**src/hw/rtl/bsc_div.sv**
```systemverilog
// Pipelined restoring divider, one quotient bit per stage, unsigned operands.
// Carries a valid bit and a sideband word along; stalls on a shared enable.
module bsc_div #(
  parameter int NumWidth = 27,
  parameter int DenWidth = 20,
  parameter int SideWidth = 1
) (
  input  logic                 clk,
  input  logic                 rst,
  input  logic                 en,
  input  logic                 in_valid,
  input  logic [NumWidth-1:0]  in_num,
  input  logic [DenWidth-1:0]  in_den,
  input  logic [SideWidth-1:0] in_side,
  output logic                 out_valid,
  output logic [NumWidth-1:0]  out_quo,
  output logic [SideWidth-1:0] out_side
);

  logic                 v_q    [NumWidth];
  logic [DenWidth-1:0]  rem_q  [NumWidth];
  logic [NumWidth-1:0]  quo_q  [NumWidth];
  logic [DenWidth-1:0]  den_q  [NumWidth];
  logic [SideWidth-1:0] side_q [NumWidth];

  for (genvar k = 0; k < NumWidth; k++) begin : g_stage
    logic                 v_i;
    logic [DenWidth-1:0]  rem_i;
    logic [NumWidth-1:0]  quo_i;
    logic [DenWidth-1:0]  den_i;
    logic [SideWidth-1:0] side_i;
    logic [DenWidth:0]    trial;
    logic [DenWidth:0]    diff;
    logic                 ge;

    if (k == 0) begin : g_first
      assign v_i    = in_valid;
      assign rem_i  = '0;
      assign quo_i  = in_num;
      assign den_i  = in_den;
      assign side_i = in_side;
    end else begin : g_next
      assign v_i    = v_q[k-1];
      assign rem_i  = rem_q[k-1];
      assign quo_i  = quo_q[k-1];
      assign den_i  = den_q[k-1];
      assign side_i = side_q[k-1];
    end

    assign trial = {rem_i, quo_i[NumWidth-1]};
    assign diff  = trial - {1'b0, den_i};
    assign ge    = (trial >= {1'b0, den_i});

    always_ff @(posedge clk) begin
      if (rst) begin
        v_q[k] <= 1'b0;
      end else if (en) begin
        v_q[k] <= v_i;
      end
    end

    always_ff @(posedge clk) begin
      if (en) begin
        rem_q[k]  <= ge ? diff[DenWidth-1:0] : trial[DenWidth-1:0];
        quo_q[k]  <= {quo_i[NumWidth-2:0], ge};
        den_q[k]  <= den_i;
        side_q[k] <= side_i;
      end
    end
  end

  assign out_valid = v_q[NumWidth-1];
  assign out_quo   = quo_q[NumWidth-1];
  assign out_side  = side_q[NumWidth-1];

endmodule

```
**config.mk**
```make
export PLATFORM = sky130hd
export DESIGN_NAME = bsc_div
export DESIGN_NICKNAME = d
export VERILOG_FILES = /design/src/hw/rtl/bsc_div.sv
export SDC_FILE = /design/constraint.sdc
export NUM_CORES = 2
export LEC_CHECK = 0
export BUFFER_PORTS_ARGS = -buffer_cell sky130_fd_sc_hd__clkbuf_2
export CORE_ASPECT_RATIO = 1.2
export CORE_MARGIN = 8
export CORE_UTILIZATION = 50
export CTS_CLUSTER_SIZE = 30
export DETAILED_ROUTE_END_ITERATION = 8
export GPL_ROUTABILITY_DRIVEN = 1
export GPL_TIMING_DRIVEN = 0
export PLACE_DENSITY = 0.74
export SYNTH_ARGS = -nofsm -noshare
export SYNTH_HDL_FRONTEND = slang
export SYNTH_SLANG_ARGS = --single-unit
```
**constraint.sdc**
```tcl
create_clock -name clk -period 3 [get_ports clk]
set_clock_uncertainty 0.05 [all_clocks]
set_input_delay 0.3 -clock clk [delete_from_list [all_inputs] [get_ports clk]]
set_output_delay 0.3 -clock clk [all_outputs]
set_load 0.05 [all_outputs]
```
==> impl_metrics.ini <==
[outcome]
status = finished, violations left
failed_checks = setup timing

[clock_tree]
cts_tree = yes
cts_buffer_depth = 3
cts_max_level = 4
numCtsBuffers = 183
clock_latency_ns = 0.84
clockRootBuffer = clkbuf_16
cts_sinks = 1823
clkTransAtPathRegs_ns = 0.06

[final_layout]
final_common_cell = edfxtp_1
drive_above_1_share = 0.2321
ff_latch_area_um2 = 54740
fill_cells = 13020
nNetsFinal = 7841
postLayoutCoreUtil = 0.6093
area_growth_pct = 21.64
fin_area_um2 = 106100
final_cell_mix = edfxtp_1, inv_1, ha_1
layout.cells.non_filler = 9686
multi_input_area_um2 = 33700

[grt]
grt.overflow.total = 0
grt_pass1_vias = 53760
grt_max_degree = 124
track_usage = 0.1871
grt_pass1_wl_um = 282700
antenna_found_initial = 1

[setup_path]
crit_arrival_ns = 3.73
cp_max_fo = 5
critPathLaunchType = flip-flop
critPathCaptureType = flip-flop
cp.required_ns = 3.50
path_class = reg2reg

[floorplanning]
die_h_um = 473.4
num_rows = 168
ios = 81
floorplan.initialDensity = 0.5009
fp.dieW_um = 397.2
core-area_um2 = 174000
dieArea_um2 = 188000

[timing]
slew_violations = 0
fin_ws_ns = -0.2361
setup_tns_ns = -23.85
period_needed_ns = 3.236
slew_headroom = 0.2669
fmax_mhz = 309.0
setup_violations = 239
hold_viol_final = 0
rsz0062_at_grt = true
worst_pin_slew_ns = 1.096
fin_crit_sh = 1.079
whs_ns = 0.06659

[yosys]
ys.flop_type = edfxtp_1
synth.yosys.seq_area_share = 0.6279
synth-edff-count = 1823
syn_area_per_cell_um2 = 13.38
syn-num-nets = 7114
yosysWarnings = 0
synthArstFlopShare = 0
ys_types = 97
synth_cells = 6515
ys_seq_elements = 1823
synth_area_um2 = 87180

[placement]
dpl.hpwl_um = 122800
place_inst = 8906
io_buffers = 80
dpl_cell_area_um2 = 90930
post-place-ws_ns = -1.761
place_congestion = 0.8953

[power]
power_frac_seq = 0.341
p_switching_mw = 38.35
p_per_area_nw_per_um2 = 1066
p_clk_frac = 0.202
power_leakage_nw = 41.59
total_power_mw = 113.0
switching_share = 0.3394
ir_worst_vdd_mv = 0.5700
pwr-share-comb = 0.457
p_int_mw = 74.65

[routing]
drtIter0Drc = 3216
ant_nets = 0
viasPerCell = 5.541
drt_wl_total_um = 186100
drt-wirelength-per-cell_um = 19.21
dr.pass1.iters = 7
vias = 53670
remaining_drc_errors = 0

[job]
max-cap-violations = 0

[worst_hold_path]
min_path_type = in2reg
## cells in the mapped netlist, types with 41 or more instances
| master | instances | area share |
|---|---|---|
| nor2_1 | 380 | 0.016 |
| inv_1 | 666 | 0.029 |
| xor2_1 | 122 | 0.012 |
| and2_1 | 41 | 0.0029 |
| a211oi_1 | 47 | 0.0040 |
| and3_1 | 45 | 0.0032 |
| nand3_1 | 108 | 0.0062 |
| edfxtp_1 | 1823 | 0.63 |
| mux2_2 | 258 | 0.033 |
| buf_2 | 44 | 0.0025 |
| ha_1 | 522 | 0.075 |
| nand2_1 | 246 | 0.011 |
| nor3_1 | 109 | 0.0063 |
| clkbuf_1 | 57 | 0.0025 |
| nand4_1 | 69 | 0.0050 |
| a21oi_1 | 426 | 0.024 |
| nor2b_1 | 99 | 0.0071 |
| o21ai_0 | 244 | 0.014 |
| xnor2_1 | 249 | 0.025 |
| a21o_1 | 179 | 0.015 |
| o21a_1 | 79 | 0.0068 |
| nand2b_1 | 69 | 0.0050 |
## flip-flops by register name, indices dropped and copies added, names as in the netlist
signal  cells
rem_q     520
v_q        27
quo_q     729
side_q     27
den_q     520
## metal layers
metal  GRT usage  routed length, um
met1      0.2030              69770
met2      0.3517              99510
met3     0.02852               6562
met4     0.09619              10270
met5           0                  0
## kinds of logic (layout without fill, tap and decap cells)
logic type,after synthesis,in the layout,synth area share
AND/OR/NAND/NOR,1296,1296,0.07322
AO/OA/AOI/OAI,1367,1367,0.1025
multiplexers,329,329,0.04343
adder cells (fa/ha/maj),547,547,0.08065
other,0,1,0
XOR/XNOR,371,371,0.03727
buffers and inverters,782,1657,0.03506
flip-flops,1823,1823,0.6279
## power by group through the flow
stage | clock network (mW) | registers (mW) | logic [mW]
floorplan | 0 | 37.4 | 29.6
global placement | 0 | 39.5 | 36.1
detailed placement | 0 | 38.6 | 38.3
CTS | 23.5 | 38.3 | 46.0
global route | 24.4 | 38.9 | 55.7
finish | 22.8 | 38.5 | 51.7
## worst max-delay path, stage by stage, from the launching register on
cell       delay (ns)
edfxtp_1         0.50
ha_4             0.28
nor2b_4          0.12
o31a_1           0.26
o211ai_1         0.23
a31oi_2          0.16
a211o_1          0.32
o211ai_1         0.24
o2bb2ai_2        0.18
a21oi_4          0.13
buf_6            0.17
mux2_4           0.34
## cell type report
type                    instances  area share
flip-flops and latches       1823      0.5162
clock buffers                 213     0.04484
plain buffers                 105    0.009545
diodes                          1  0.00002360
inverters                     666     0.02362
clock inverters               120     0.01170
well taps                    2295     0.02708
multi-input cells            3910      0.3178
repair buffers                553     0.04922
## path summary, 6_finish.rpt
kind | slack [ns] | end | cells past startpoint | from
setup / recovery | -0.24 | rem_q[13][12]$_DFFE_PP_ | 11 | rem_q[12][0]$_DFFE_PP_
hold / removal | 0.07 | den_q[7][11]$_DFFE_PP_ | 3 | en
setup reg to reg | -0.24 | rem_q[13][12]$_DFFE_PP_ | 11 | rem_q[12][0]$_DFFE_PP_
hold reg to reg | 0.35 | quo_q[9][7]$_DFFE_PP_ | 0 | quo_q[8][6]$_DFFE_PP_
## repair_timing
item,4_1_cts,5_1_grt
gates cloned,24,9
setup endpoints to repair,671,491
pin swaps,191,213
hold buffers,56,0
endpoints found under the hold margin,143,0
resized for setup,655,510
setup buffers,203,178
Power figures use the tool's default switching activity.
